[config.mk]
export PLATFORM = sky130hd
export DESIGN_NAME = button_click_classifier
export DESIGN_NICKNAME = d
export VERILOG_FILES = /design/src/sv/bcc_pkg.sv /design/src/sv/bcc_lane.sv /design/src/sv/button_click_classifier.sv
export SDC_FILE = /design/constraint.sdc
export NUM_CORES = 2
export LEC_CHECK = 0
export BUFFER_PORTS_ARGS = -buffer_cell sky130_fd_sc_hd__buf_2
export CAP_MARGIN = 20
export CORE_MARGIN = 1.5
export CORE_UTILIZATION = 51
export CTS_BUF_LIST = sky130_fd_sc_hd__clkbuf_8
export DETAILED_ROUTE_END_ITERATION = 10
export GPL_TIMING_DRIVEN = 0
export PLACE_DENSITY_LB_ADDON = 0.3
export SYNTH_ARGS = -nofsm -noshare
export SYNTH_HDL_FRONTEND = slang
export SYNTH_SLANG_ARGS = --single-unit
export TNS_END_PERCENT = 10
[constraint.sdc]
create_clock -name clk -period 4.8 [get_ports clk]
set_input_delay 0.48 -clock clk [delete_from_list [all_inputs] [get_ports clk]]
set_output_delay 0.48 -clock clk [all_outputs]
set_load 0.01 [all_outputs]
[src/sv/bcc_pkg.sv]
// Shared constants and types for the button click classifier.
// Field widths, register indexes, status bit positions and the lane timing config.
// No dependencies.
package bcc_pkg;

    localparam int PIN_W      = 10;
    localparam int TIME_W     = 16;
    localparam int CNT_W      = 16;
    localparam int BCOUNT_W   = 4;
    localparam int CFG_IDX_W  = 3;
    localparam int CFG_DATA_W = 16;
    localparam int IN_DATA_W  = 40;
    localparam int OUT_DATA_W = 40;
    localparam int NUM_BUTTONS_DEF = 10;

    localparam logic [CNT_W-1:0] CNT_ONE = CNT_W'(1);
    localparam logic [CNT_W-1:0] CNT_MAX = '1;

    localparam logic [CFG_IDX_W-1:0] REG_BUTTON_COUNT  = 3'd0;
    localparam logic [CFG_IDX_W-1:0] REG_POLARITY      = 3'd1;
    localparam logic [CFG_IDX_W-1:0] REG_DEBOUNCE      = 3'd2;
    localparam logic [CFG_IDX_W-1:0] REG_DOUBLE_CLICK  = 3'd3;
    localparam logic [CFG_IDX_W-1:0] REG_LONG_PRESS    = 3'd4;

    localparam int ST_SINGLE_BIT = 0;
    localparam int ST_DOUBLE_BIT = 1;
    localparam int ST_LONG_BIT   = 2;
    localparam int ST_W          = 3;

    typedef logic [ST_W-1:0] status_t;

    typedef struct packed {
        logic [CNT_W-1:0]  debounce_threshold;
        logic [TIME_W-1:0] double_click_timeout;
        logic [TIME_W-1:0] long_press_timeout;
    } lane_cfg_t;

    localparam lane_cfg_t LANE_CFG_RESET = '{
        debounce_threshold:   16'd3,
        double_click_timeout: 16'd300,
        long_press_timeout:   16'd1000
    };

endpackage

[src/sv/bcc_lane.sv]
// One button lane: debounce, long-press and single/double click state machine.
// Holds the lane state and sticky status; advances once per transferred request.
// Depends on bcc_pkg.
module bcc_lane
(
    input  logic                        clk,
    input  logic                        rst_n,
    input  logic                        advance,
    input  logic                        run,
    input  logic                        clear,
    input  logic                        pressed,
    input  logic [bcc_pkg::TIME_W-1:0]  now_ms,
    input  bcc_pkg::lane_cfg_t          cfg,
    output bcc_pkg::status_t            status_next,
    output logic                        lane_event
);

    localparam logic [2:0] PH_UP1_IN = 3'd0;
    localparam logic [2:0] PH_UP1    = 3'd1;
    localparam logic [2:0] PH_DN1_IN = 3'd2;
    localparam logic [2:0] PH_DN1    = 3'd3;
    localparam logic [2:0] PH_UP2_IN = 3'd4;
    localparam logic [2:0] PH_UP2    = 3'd5;
    localparam logic [2:0] PH_DN2_IN = 3'd6;
    localparam logic [2:0] PH_DN2    = 3'd7;

    logic [2:0]                  phase_reg, phase_next;
    logic [bcc_pkg::CNT_W-1:0]   count_reg, count_next;
    logic [bcc_pkg::TIME_W-1:0]  start_reg, start_next;
    logic                        long_seen_reg, long_seen_next;
    bcc_pkg::status_t            status_reg;

    logic [bcc_pkg::TIME_W-1:0]  elapsed;
    logic                        long_expired;
    logic                        double_expired;
    logic                        bump_cond;
    logic [bcc_pkg::CNT_W-1:0]   count_bumped;
    logic                        settled;
    bcc_pkg::status_t            status_cleared;
    logic                        set_single;
    logic                        set_double;
    logic                        set_long;

    assign elapsed        = now_ms - start_reg;
    assign long_expired   = elapsed >= cfg.long_press_timeout;
    assign double_expired = elapsed >= cfg.double_click_timeout;
    assign bump_cond      = (phase_reg == PH_UP1 || phase_reg == PH_UP2) ? pressed : !pressed;
    assign settled        = count_bumped >= cfg.debounce_threshold;
    assign status_cleared = clear ? '0 : status_reg;

    always_comb
    begin
        if (!bump_cond)
        begin
            count_bumped = '0;
        end
        else if (count_reg == bcc_pkg::CNT_MAX)
        begin
            count_bumped = count_reg;
        end
        else
        begin
            count_bumped = count_reg + bcc_pkg::CNT_ONE;
        end
    end

    always_comb
    begin
        phase_next     = phase_reg;
        count_next     = count_reg;
        start_next     = start_reg;
        long_seen_next = long_seen_reg;
        set_single     = 1'b0;
        set_double     = 1'b0;
        set_long       = 1'b0;
        if (run)
        begin
            unique case (phase_reg)
                PH_UP1_IN:
                begin
                    count_next = '0;
                    phase_next = PH_UP1;
                end
                PH_UP1:
                begin
                    count_next = count_bumped;
                    if (settled)
                    begin
                        phase_next = PH_DN1_IN;
                    end
                end
                PH_DN1_IN:
                begin
                    start_next     = now_ms;
                    count_next     = '0;
                    long_seen_next = 1'b0;
                    phase_next     = PH_DN1;
                end
                PH_DN1:
                begin
                    if (!long_seen_reg && long_expired)
                    begin
                        long_seen_next = 1'b1;
                        set_long       = 1'b1;
                    end
                    count_next = count_bumped;
                    if (settled)
                    begin
                        if (long_seen_next)
                        begin
                            phase_next = PH_UP1_IN;
                        end
                        else if (double_expired)
                        begin
                            set_single = 1'b1;
                            phase_next = PH_UP1_IN;
                        end
                        else
                        begin
                            phase_next = PH_UP2_IN;
                        end
                    end
                end
                PH_UP2_IN:
                begin
                    start_next = now_ms;
                    count_next = '0;
                    phase_next = PH_UP2;
                end
                PH_UP2:
                begin
                    if (double_expired)
                    begin
                        set_single = 1'b1;
                        phase_next = PH_UP1_IN;
                    end
                    count_next = count_bumped;
                    // a debounced press wins the phase over the window expiry, but the single flag is still set
                    if (settled)
                    begin
                        phase_next = PH_DN2_IN;
                    end
                end
                PH_DN2_IN:
                begin
                    start_next = now_ms;
                    count_next = '0;
                    phase_next = PH_DN2;
                end
                PH_DN2:
                begin
                    count_next = count_bumped;
                    if (settled)
                    begin
                        set_double = 1'b1;
                        phase_next = PH_UP1_IN;
                    end
                end
                default:
                begin
                    phase_next = PH_UP1_IN;
                end
            endcase
        end
    end

    always_comb
    begin
        status_next = status_cleared;
        status_next[bcc_pkg::ST_SINGLE_BIT] = status_cleared[bcc_pkg::ST_SINGLE_BIT] | set_single;
        status_next[bcc_pkg::ST_DOUBLE_BIT] = status_cleared[bcc_pkg::ST_DOUBLE_BIT] | set_double;
        status_next[bcc_pkg::ST_LONG_BIT]   = status_cleared[bcc_pkg::ST_LONG_BIT]   | set_long;
    end

    assign lane_event = set_single | set_double | set_long;

    always_ff @(posedge clk or negedge rst_n)
    begin
        if (!rst_n)
        begin
            phase_reg     <= PH_UP1_IN;
            count_reg     <= '0;
            start_reg     <= '0;
            long_seen_reg <= 1'b0;
            status_reg    <= '0;
        end
        else if (advance)
        begin
            phase_reg     <= phase_next;
            count_reg     <= count_next;
            start_reg     <= start_next;
            long_seen_reg <= long_seen_next;
            status_reg    <= status_next;
        end
    end

endmodule

[src/sv/button_click_classifier.sv]
// Top level of the button click classifier: stream ports, config registers, lanes.
// Instantiates bcc_lane once per button; depends on bcc_pkg.
//
// One request per service tick enters on the s_ stream and yields exactly one result on the
// m_ stream: a request is held in an input register, every lane evaluates its state machine
// in a single pass, and the flags and event mask land in a result register. The block
// sustains one request per clock cycle while results are taken, set by that single-pass lane
// update; while a result is stalled, one further request can still enter the input register,
// and later requests wait until the result is taken.
// Configuration writes are taken at any time on the cfg_ channel and should be issued while
// no request is in flight.
module button_click_classifier
#(
    parameter int NUM_BUTTONS = bcc_pkg::NUM_BUTTONS_DEF
)
(
    input  logic                             clk,
    input  logic                             rst_n,
    input  logic                             s_tvalid,
    output logic                             s_tready,
    // [9:0] pin_levels, [25:10] now_ms, [35:26] clear_mask, [39:36] zero
    input  logic [bcc_pkg::IN_DATA_W-1:0]    s_tdata,
    // [0] tick
    input  logic                             s_tuser,
    output logic                             m_tvalid,
    input  logic                             m_tready,
    // [9:0] single_flags, [19:10] double_flags, [29:20] long_flags, [39:30] event_mask
    output logic [bcc_pkg::OUT_DATA_W-1:0]   m_tdata,
    input  logic                             cfg_valid,
    output logic                             cfg_ready,
    input  logic [bcc_pkg::CFG_IDX_W-1:0]    cfg_index,
    input  logic [bcc_pkg::CFG_DATA_W-1:0]   cfg_data
);

    localparam int PW = bcc_pkg::PIN_W;
    localparam int TW = bcc_pkg::TIME_W;

    logic [bcc_pkg::BCOUNT_W-1:0] button_count_reg;
    logic [PW-1:0]                polarity_reg;
    bcc_pkg::lane_cfg_t           lane_cfg_reg;

    logic                         in_valid_reg;
    logic                         in_tick_reg;
    logic [PW-1:0]                in_pins_reg;
    logic [TW-1:0]                in_now_reg;
    logic [PW-1:0]                in_clear_reg;

    logic                         out_valid_reg;
    logic [PW-1:0]                out_single_reg;
    logic [PW-1:0]                out_double_reg;
    logic [PW-1:0]                out_long_reg;
    logic [PW-1:0]                out_event_reg;

    logic                         advance;
    logic                         in_load;

    logic [NUM_BUTTONS-1:0]       lane_run;
    logic [NUM_BUTTONS-1:0]       lane_clear;
    logic [NUM_BUTTONS-1:0]       lane_pressed;
    logic [NUM_BUTTONS-1:0]       lane_event;
    bcc_pkg::status_t             lane_status [NUM_BUTTONS];

    logic [PW-1:0]                single_next;
    logic [PW-1:0]                double_next;
    logic [PW-1:0]                long_next;
    logic [PW-1:0]                event_next;

    assign cfg_ready = 1'b1;
    assign advance   = in_valid_reg && (!out_valid_reg || m_tready);
    assign s_tready  = !in_valid_reg || advance;
    assign in_load   = s_tvalid && s_tready;
    assign m_tvalid  = out_valid_reg;
    assign m_tdata   = {out_event_reg, out_long_reg, out_double_reg, out_single_reg};

    always_ff @(posedge clk or negedge rst_n)
    begin
        if (!rst_n)
        begin
            button_count_reg <= '0;
            polarity_reg     <= '0;
            lane_cfg_reg     <= bcc_pkg::LANE_CFG_RESET;
        end
        else if (cfg_valid && cfg_ready)
        begin
            unique case (cfg_index)
                bcc_pkg::REG_BUTTON_COUNT:
                    button_count_reg <= cfg_data[bcc_pkg::BCOUNT_W-1:0];
                bcc_pkg::REG_POLARITY:
                    polarity_reg <= cfg_data[PW-1:0];
                bcc_pkg::REG_DEBOUNCE:
                    lane_cfg_reg.debounce_threshold <= cfg_data[bcc_pkg::CNT_W-1:0];
                bcc_pkg::REG_DOUBLE_CLICK:
                    lane_cfg_reg.double_click_timeout <= cfg_data[TW-1:0];
                bcc_pkg::REG_LONG_PRESS:
                    lane_cfg_reg.long_press_timeout <= cfg_data[TW-1:0];
                default:
                begin
                end
            endcase
        end
    end

    always_ff @(posedge clk or negedge rst_n)
    begin
        if (!rst_n)
        begin
            in_valid_reg <= 1'b0;
        end
        else if (in_load)
        begin
            in_valid_reg <= 1'b1;
        end
        else if (advance)
        begin
            in_valid_reg <= 1'b0;
        end
    end

    always_ff @(posedge clk)
    begin
        if (in_load)
        begin
            in_tick_reg  <= s_tuser;
            in_pins_reg  <= s_tdata[PW-1:0];
            in_now_reg   <= s_tdata[PW+TW-1:PW];
            in_clear_reg <= s_tdata[2*PW+TW-1:PW+TW];
        end
    end

    genvar i;
    generate
        for (i = 0; i < NUM_BUTTONS; i++)
        begin : g_lane
            if (i < PW)
            begin : g_pin
                assign lane_pressed[i] = in_pins_reg[i] == polarity_reg[i];
                assign lane_clear[i]   = in_clear_reg[i];
            end
            else
            begin : g_nopin
                // lanes past the pin field see level 0 against polarity 0
                assign lane_pressed[i] = 1'b1;
                assign lane_clear[i]   = 1'b0;
            end

            assign lane_run[i] = in_tick_reg && (int'(button_count_reg) > i);

            bcc_lane u_lane
            (
                .clk         (clk),
                .rst_n       (rst_n),
                .advance     (advance),
                .run         (lane_run[i]),
                .clear       (lane_clear[i]),
                .pressed     (lane_pressed[i]),
                .now_ms      (in_now_reg),
                .cfg         (lane_cfg_reg),
                .status_next (lane_status[i]),
                .lane_event  (lane_event[i])
            );
        end

        for (i = 0; i < PW; i++)
        begin : g_field
            if (i < NUM_BUTTONS)
            begin : g_used
                assign single_next[i] = lane_status[i][bcc_pkg::ST_SINGLE_BIT];
                assign double_next[i] = lane_status[i][bcc_pkg::ST_DOUBLE_BIT];
                assign long_next[i]   = lane_status[i][bcc_pkg::ST_LONG_BIT];
                assign event_next[i]  = lane_event[i];
            end
            else
            begin : g_unused
                assign single_next[i] = 1'b0;
                assign double_next[i] = 1'b0;
                assign long_next[i]   = 1'b0;
                assign event_next[i]  = 1'b0;
            end
        end
    endgenerate

    always_ff @(posedge clk or negedge rst_n)
    begin
        if (!rst_n)
        begin
            out_valid_reg <= 1'b0;
        end
        else if (advance)
        begin
            out_valid_reg <= 1'b1;
        end
        else if (m_tready)
        begin
            out_valid_reg <= 1'b0;
        end
    end

    always_ff @(posedge clk)
    begin
        if (advance)
        begin
            out_single_reg <= single_next;
            out_double_reg <= double_next;
            out_long_reg   <= long_next;
            out_event_reg  <= event_next;
        end
    end

    a_event_has_flag : assert property (@(posedge clk) disable iff (!rst_n)
        out_valid_reg |->
        ((out_event_reg & ~(out_single_reg | out_double_reg | out_long_reg)) == '0))
    else $error("event raised without a matching status flag");

    a_idle_no_event : assert property (@(posedge clk) disable iff (!rst_n)
        (advance && !in_tick_reg) |=> (out_event_reg == '0))
    else $error("event raised on a non-tick request");

    a_idle_clear : assert property (@(posedge clk) disable iff (!rst_n)
        (advance && !in_tick_reg) |=>
        (((out_single_reg | out_double_reg | out_long_reg) & $past(in_clear_reg)) == '0))
    else $error("cleared flags survived a non-tick request");

endmodule
# Word level (Yosys, flattened, before mapping)
# Cells that the tools add are included.
word_totals:
  in_bits: 65
  out_inout_bits: 43
  word_cells: 747
  ff_bits: 531
classes:
  add_sub_neg: 20
  reduce_logical: 154
  muxes: 284
  bitwise_logic: 50
  eq_ne: 134
  n_lt_le_gt_ge: 40
ops:
  columns: ["operator", "n"]
  rows:
  - ["$ge A16 B16 Y1", 30]
  - ["$mux W16", 20]
  - ["$pmux W16 S2", 10]
  - ["$mux W3", 80]
  - ["$pmux W3 S8", 10]
  - ["$add A16 B1 Y16 const B", 10]
  - ["$eq A16 B16 Y1 const B", 10]
  - ["$sub A16 B16 Y16", 10]
  - ["$mux W1", 144]
  - ["$eq A3 B3 Y1 const B", 41]
  - ["$reduce_or A4 Y1", 20]
  - ["$eq A3 B2 Y1 const B", 22]
  - ["$ne A2 B1 Y1 const B", 30]
  - ["$reduce_and A3 Y1", 20]
  - ["$reduce_and A6 Y1", 10]
  - ["$or A1 B1 Y1", 50]
  - ["$pmux W1 S2", 20]
  - ["$eq A3 B1 Y1 const B", 11]
  - ["$logic_not A3 Y1", 11]
  - ["$ne A3 B1 Y1 const B", 10]
  - ["$reduce_and A2 Y1", 15]
  - ["$reduce_or A3 Y1", 10]
  - ["$reduce_bool A2 Y1", 12]
  - ["$logic_and A1 B1 Y1", 22]
  - ["other kinds (7)", 54]

# Depth between registers and ports, before layout
logic_depth:
  word_depth: 12
  mapped_depth: 20
  ltp_nobuf: 20

# Cells and area by module
# A second synthesis with hierarchy kept.
unflattened:
  cells_unflattened: 5089
  hier_area_um2: 44162.4
by_module_without_submodules:
  columns: ["mod", "cells_each", "n_inst", "seq_area_each_um2", "area_per_inst_um2"]
  rows:
  - ["bcc_lane at g_lane[3].u_lane ...", 483, 5, 975.9, 3887.5]
  - ["bcc_lane at g_lane[0].u_lane ...", 481, 4, 975.9, 3923.8]
  - ["button_click_classifier", 249, 1, 3928.8, 5022.3]
  - ["bcc_lane at g_lane[2].u_lane", 501, 1, 975.9, 4007.6]

# Least setup slack after synthesis
# No wires, ideal clock.
synth_path:
  path_type: "reg-to-reg"
  from: "register in_now_reg[1]"
  to: "register out_event_reg[1] (data pin)"
  path_stages_with_launch: 18
  setup_time_ns: 0.136
  arrival_time_ns: 4.337
  path_slack_ns: 0.327
  path_cell_list: "edfxtp_1 -> inv_1 -> fa_1 -> nor2b_1 -> o21ai_1 -> a21boi_1 -> o41ai_1 -> o2111ai_1 -> a31o_2 -> a21oi_1 -> xnor2_1 -> ha_1 -> o21ai_0 -> a2111oi_0 -> a211o_1 -> o32a_1 -> nor3_2 -> nand3b_1"
synth_via:
  elab_chain_len: 12
synth_lines:
  columns: ["element", "line", "source"]
  rows:
  - ["start, declared", "button_click_classifier.sv:45", "logic [TW-1:0] in_now_reg;"]
  - ["start signal, assigned", "button_click_classifier.sv:125", "in_now_reg <= s_tdata[PW+TW-1:PW];"]
  - ["$sub A16 B16 Y16 *", "bcc_lane.sv:44", "assign elapsed = now_ms - start_reg;"]
  - ["$ge A16 B16 Y1", "bcc_lane.sv:45", "assign long_expired = elapsed >= cfg.long_press_timeout;"]
  - ["$logic_and A1 B1 Y1", "bcc_lane.sv:101", "if (!long_seen_reg && long_expired)"]
  - ["$mux W1", "bcc_lane.sv:101", null]
  - ["$mux W1", "bcc_lane.sv:78", "unique case (phase_reg)"]
  - ["$mux W1", "bcc_lane.sv:76", "if (run)"]
  - ["$mux W1", "bcc_lane.sv:109", "if (long_seen_next)"]
  - ["$mux W1", "bcc_lane.sv:107", "if (settled)"]
  - ["$pmux W1 S2", "bcc_lane.sv:78", null]
  - ["$mux W1", "bcc_lane.sv:76", null]
  - ["$or A1 B1 Y1", "bcc_lane.sv:175", "assign lane_event = set_single | set_double | set_long;"]
  - ["$or A1 B1 Y1 *", "bcc_lane.sv:175", null]
  - ["net g_lane[1].u_lane.lane_event", "bcc_lane.sv:15", "output logic lane_event"]
  - ["end signal, assigned", "button_click_classifier.sv:205", "out_event_reg <= event_next;"]
  - ["end, declared", "button_click_classifier.sv:52", "logic [PW-1:0] out_event_reg;"]
# The timed path passes the listed nets; every way through them passes the cells marked *. The select of a mux whose other input is x is not followed.
# A chain may end at the register's enable or synchronous reset.

# Worst setup path in the final report
layout_path:
  from: "register in_now_reg[0]"
  to: "register g_lane[1].u_lane.phase_reg[2]"
layout_via:
  elab_chain_len: 9
layout_lines:
  columns: ["element", "line", "source"]
  rows:
  - ["$sub A16 B16 Y16 *", "bcc_lane.sv:44", null]
  - ["$ge A16 B16 Y1", "bcc_lane.sv:45", null]
  - ["$logic_and A1 B1 Y1", "bcc_lane.sv:101", null]
  - ["$mux W1", "bcc_lane.sv:101", null]
  - ["$mux W1", "bcc_lane.sv:78", null]
  - ["$mux W1", "bcc_lane.sv:76", null]
  - ["$mux W3", "bcc_lane.sv:109", null]
  - ["$mux W3", "bcc_lane.sv:107", null]
  - ["$pmux W3 S8", "bcc_lane.sv:78", null]
  - ["end signal, assigned", "bcc_lane.sv:189", "phase_reg <= phase_next;"]
  - ["end, declared", "bcc_lane.sv:27", "logic [2:0] phase_reg, phase_next;"]
# Every way passes the cells marked *; elsewhere a longest branch is shown, timed or not. The select of a mux whose other input is x is not followed.

==> results.py <==
metrics = {
    "sta": {
        "timing.final.max_slew_violations": 0,
        "maxClockFrequency_mhz": 206,
        "worst-slew-pin-transition_ns": 1.23,
        "fin_crit_ns": 4.86,
        "worst_setup_slack_after_layout_ns": -0.0612,
        "post-route-period-util_pct": 101,
        "rsz0062_at_grt": "true",
        "report.final.setup_viol": 8,
        "fin_tns_setup_ns": -0.289,
        "clock_skew_ns": 0.0253,
        "hold_viol": 0,
        "slew-limit-headroom_pct": 17.4,
    },
    "worst_setup_path": {
        "cpMaxStageDelayCell": "sky130_fd_sc_hd__edfxtp_1",
        "cp_num_buf_inv": 2,
        "cp.required_ns": 5.44,
        "regToRegSetupSlack_ns": -0.06,
        "most_used_cell_along_the_critical_path": "sky130_fd_sc_hd__ha_1",
        "worstSetupStartpointType": "register",
        "path_class": "reg2reg",
        "worstPathCellList": "clkinvlp_4 -> buf_4 -> ha_1 -> fa_2 -> nor2b_2 -> o21ai_2 -> a21boi_2 -> o41ai_4 -> o2111ai_2 -> xor2_1 -> ha_1 -> a21oi_2 -> nand2_1 -> a2111oi_2 -> nand3_1 -> a41oi_4 -> and4b_1 -> o21ba_1 -> a311oi_1",
        "rr_worst_depth": 19,
        "critical-path-top-delay-family": "compound AO/OA/AOI/OAI gates",
        "max_stage_delay_ns": 0.44,
        "critPathMaxFanout": 5,
        "critical_path.reg2reg.startpoint": "in_now_reg[0]",
        "worst_ep_arrival_time_ns": 5.50,
        "endpoint_kind": "register",
        "crit-reg2reg-capture": "g_lane[1].u_lane.phase_reg[2]",
        "crit_start": "in_now_reg[0]",
    },
    "synthesis": {
        "syn_area_mm2": 0.0418,
        "syn_area_per_cell_um2": 9.14,
        "net_count_after_synthesis": 5285,
        "yosys_warnings": 0,
        "yosys.area.top_type_share_pct": 26.5,
        "yosys.cell_count.top_type": "sky130_fd_sc_hd__ha_1",
        "count_of_unique_library_cells_instantiated_by_yosys": 104,
        "yosysTopAreaCell": "sky130_fd_sc_hd__dfrtp_1",
        "seq_area_frac_synth_pct": 32.8,
        "synth.cells.most_frequent": "sky130_fd_sc_hd__ha_1, sky130_fd_sc_hd__dfrtp_1, sky130_fd_sc_hd__nand2_1",
        "synth-seq-cells": 531,
        "syn_inst": 4570,
        "synth_edf_count": 77,
        "synth_async_sr_flop_share_pct": 85.5,
        "synth.area.top_cells": "sky130_fd_sc_hd__dfrtp_1, sky130_fd_sc_hd__ha_1, sky130_fd_sc_hd__edfxtp_1",
        "ys_dominant_reg_cell": "sky130_fd_sc_hd__dfrtp_1",
    },
    "power": {
        "power_frac_comb_pct": 54.4,
        "pwr-share-seq_pct": 25.6,
        "total_power_w": 0.0222,
        "p_leak_nw": 22.0,
        "power.density_mw_per_mm2": 468,
        "maximum_vdd_drop_mv": 0.358,
        "power_report.internal_total_w": 0.0124,
        "netSwitchingFraction_pct": 44.2,
        "power.net_switching_w": 0.00983,
        "power_frac_clock_pct": 20.0,
    },
    "place": {
        "globalplace.congestion": 0.920,
        "dp_hpwl_mm": 89.2,
        "buffers_on_ports": 102,
        "placement.setup.worst_slack_ns": -1.37,
    },
    "final_layout": {
        "area_growth_syn_to_layout_pct": 13.8,
        "final_util_pct": 58.8,
        "final_layout_size_suffix_gt1_share_pct": 12.4,
        "layout.nets": 5595,
    },
    "detailed_routing": {
        "via_density_per_instance": 6.01,
        "drcViolationCount": 0,
        "postRouteWirelength_mm": 124,
        "firstDrtPassIters": 7,
        "routed-via-count": 36200,
        "initialDrtViolationCount": 2939,
        "route.antenna.remaining_nets": 0,
        "routed_wire_length_per_instance_um": 20.6,
    },
    "floorplan": {
        "design.portCount": 108,
        "starting_utilization_of_the_core_area_pct": 51.7,
        "num_rows": 104,
        "floorplan.die_area_mm2": 0.0836,
        "floorplan.core_area_mm2": 0.0808,
        "die_h_um": 289,
        "floorplan.die.width_um": 289,
    },
    "grt": {
        "globalRoute.totalOverflow": 0,
        "initial_antenna_violation_count": 2,
        "maximum_number_of_pins_on_one_net_before_global_route_repair": 115,
        "grt_pass1_wl_mm": 190,
        "overall_global_routing_resource_usage_pct": 29.1,
        "number_of_global_route_vias_before_repair": 34000,
    },
    "clocking": {
        "clock_pin_slew_on_the_worst_setup_and_hold_paths_ns": 0.06,
        "cts_buffers": 97,
        "worstSkewPairLatency_ns": 0.75,
        "cts_root_buf": "sky130_fd_sc_hd__clkbuf_8",
        "cts_tree": "yes",
        "cts_max_level": 3,
        "cts_max_path_buffers": 3,
        "cts_sinks": 531,
    },
    "outcome": {
        "run_status": "complete, but fails checks",
        "failed_checks": "setup timing",
    },
    "worst_hold_path": {
        "holdPathStages": 3,
        "hold_start": "cfg_data[13]",
        "holdCritPathClass": "in2reg",
        "hold_path_end": "lane_cfg_reg[13]",
    },
    "flow_run": {
        "timing.max_cap.violations": 0,
    },
}
cell usage in the layout (no fill, tap or decap), types with 18 or more instances in the layout:
cell | synthesis | routed
sky130_fd_sc_hd__a211oi_1 | 22 | 18
sky130_fd_sc_hd__a21o_1 | 108 | 108
sky130_fd_sc_hd__a21oi_1 | 256 | 238
sky130_fd_sc_hd__a21oi_2 | 1 | 18
sky130_fd_sc_hd__a22o_1 | 122 | 122
sky130_fd_sc_hd__a31oi_1 | 41 | 39
sky130_fd_sc_hd__and3_1 | 51 | 50
sky130_fd_sc_hd__buf_2 | 27 | 129
sky130_fd_sc_hd__buf_4 | 3 | 62
sky130_fd_sc_hd__clkbuf_1 | 93 | 93
sky130_fd_sc_hd__clkbuf_8 | 0 | 117
sky130_fd_sc_hd__dfrtp_1 | 442 | 442
sky130_fd_sc_hd__dlygate4sd3_1 | 0 | 39
sky130_fd_sc_hd__edfxtp_1 | 77 | 77
sky130_fd_sc_hd__ha_1 | 640 | 635
sky130_fd_sc_hd__inv_1 | 285 | 319
sky130_fd_sc_hd__mux2_1 | 35 | 35
sky130_fd_sc_hd__mux2_2 | 80 | 80
sky130_fd_sc_hd__mux2i_1 | 18 | 18
sky130_fd_sc_hd__nand2_1 | 412 | 411
sky130_fd_sc_hd__nand2b_1 | 70 | 70
sky130_fd_sc_hd__nand3_1 | 118 | 117
sky130_fd_sc_hd__nand4_1 | 64 | 64
sky130_fd_sc_hd__nor2_1 | 336 | 333
sky130_fd_sc_hd__nor2b_1 | 72 | 69
sky130_fd_sc_hd__nor3_1 | 103 | 100
sky130_fd_sc_hd__nor3b_1 | 19 | 18
sky130_fd_sc_hd__o211ai_1 | 30 | 30
sky130_fd_sc_hd__o21a_1 | 30 | 30
sky130_fd_sc_hd__o21ai_0 | 315 | 295
sky130_fd_sc_hd__o21ai_1 | 45 | 53
sky130_fd_sc_hd__o31ai_1 | 30 | 25
sky130_fd_sc_hd__or3_1 | 32 | 30
sky130_fd_sc_hd__xnor2_1 | 162 | 152
sky130_fd_sc_hd__xor2_1 | 112 | 110
power by group through the flow:
| stage | logic [W] | registers [W] | clock network (W) |
|---|---|---|---|
| 3_5_place_dp | 0.0106 | 0.00576 | 0 |
| 4_1_cts | 0.0112 | 0.00568 | 0.00452 |
| 5_1_grt | 0.0134 | 0.00576 | 0.00470 |
| 3_3_place_gp | 0.0102 | 0.00575 | 0 |
| 2_1_floorplan | 0.00770 | 0.00563 | 0 |
| 6_report | 0.0121 | 0.00569 | 0.00445 |
area by class of cell:
| cell class | instances | area [um^2] |
|---|---|---|
| clock inverters | 61 | 352 |
| clock buffers | 117 | 1610 |
| well taps | 1060 | 1330 |
| multi-input cells | 3626 | 27400 |
| fillers | 7030 | 33300 |
| diodes | 1 | 2.50 |
| repair buffers | 211 | 1580 |
| plain buffers | 127 | 523 |
| inverters | 286 | 1080 |
| flip-flops and latches | 531 | 13700 |
logic make-up after synthesis:
kind of cell | after synthesis | share of synthesized area (%)
other cells | 1 | 0.00898
compound gates | 1179 | 18.3
mux | 133 | 3.53
simple gates | 1389 | 16.2
buf+inv | 413 | 3.82
flops | 531 | 32.8
fa+ha+maj | 650 | 19.7
xor+xnor | 274 | 5.75
how the worst max path moves through the flow:
| stage | depth (start not counted) | slack [ns] | end |
|---|---|---|---|
| after global placement | 1 | -6.35 | g_lane[0].u_lane.start_reg[2] |
| after detailed placement | 19 | -1.37 | out_single_reg[8] |
| after global routing | 24 | -0.19 | out_event_reg[7] |
| final | 19 | -0.06 | g_lane[1].u_lane.phase_reg[2] |
| after floorplan | 17 | 0.33 | out_event_reg[1] |
| after CTS | 19 | -0.07 | out_single_reg[5] |
metrics by stage:
step | instances | hold WS, ns | instance area [um^2]
6_report | 6020 | 0.0650 | 47500
3_3_place_gp | 5732 | 0.461 | 43600
5_1_grt | 6020 | 0.0563 | 47500
3_5_place_dp | 5740 | 0.466 | 43800
4_1_cts | 5988 | 0.0223 | 46700
2_1_floorplan | 4570 | 0.184 | 41800
worst reg2reg max path, cell delays in order (launching register included):
cell	delay [ns]
sky130_fd_sc_hd__edfxtp_1	0.44
sky130_fd_sc_hd__clkinvlp_4	0.21
sky130_fd_sc_hd__buf_4	0.21
sky130_fd_sc_hd__ha_1	0.23
sky130_fd_sc_hd__fa_2	0.37
sky130_fd_sc_hd__nor2b_2	0.14
sky130_fd_sc_hd__o21ai_2	0.08
sky130_fd_sc_hd__a21boi_2	0.24
sky130_fd_sc_hd__o41ai_4	0.12
sky130_fd_sc_hd__o2111ai_2	0.25
sky130_fd_sc_hd__xor2_1	0.30
sky130_fd_sc_hd__ha_1	0.32
sky130_fd_sc_hd__a21oi_2	0.14
sky130_fd_sc_hd__nand2_1	0.09
sky130_fd_sc_hd__a2111oi_2	0.41
sky130_fd_sc_hd__nand3_1	0.22
sky130_fd_sc_hd__a41oi_4	0.38
sky130_fd_sc_hd__and4b_1	0.24
sky130_fd_sc_hd__o21ba_1	0.16
sky130_fd_sc_hd__a311oi_1	0.22
per-layer routing:
layer / global-route usage [%] / part of all wire (%)
met1: 40.2 / 45
met3: 4.54 / 7.1
met2: 46.0 / 45
met4: 10.4 / 3.7
met5: 0 / 0
timing repair:
item                                    in CTS  in global routing
endpoints found under the setup margin      80                 65
resized for setup                           74                122
pin swaps                                   24                 84
hold buffers                                39                  0
setup buffers                               31                 33
endpoints found under the hold margin      103                  0
Note: power is estimated with default switching activity, not from simulation.
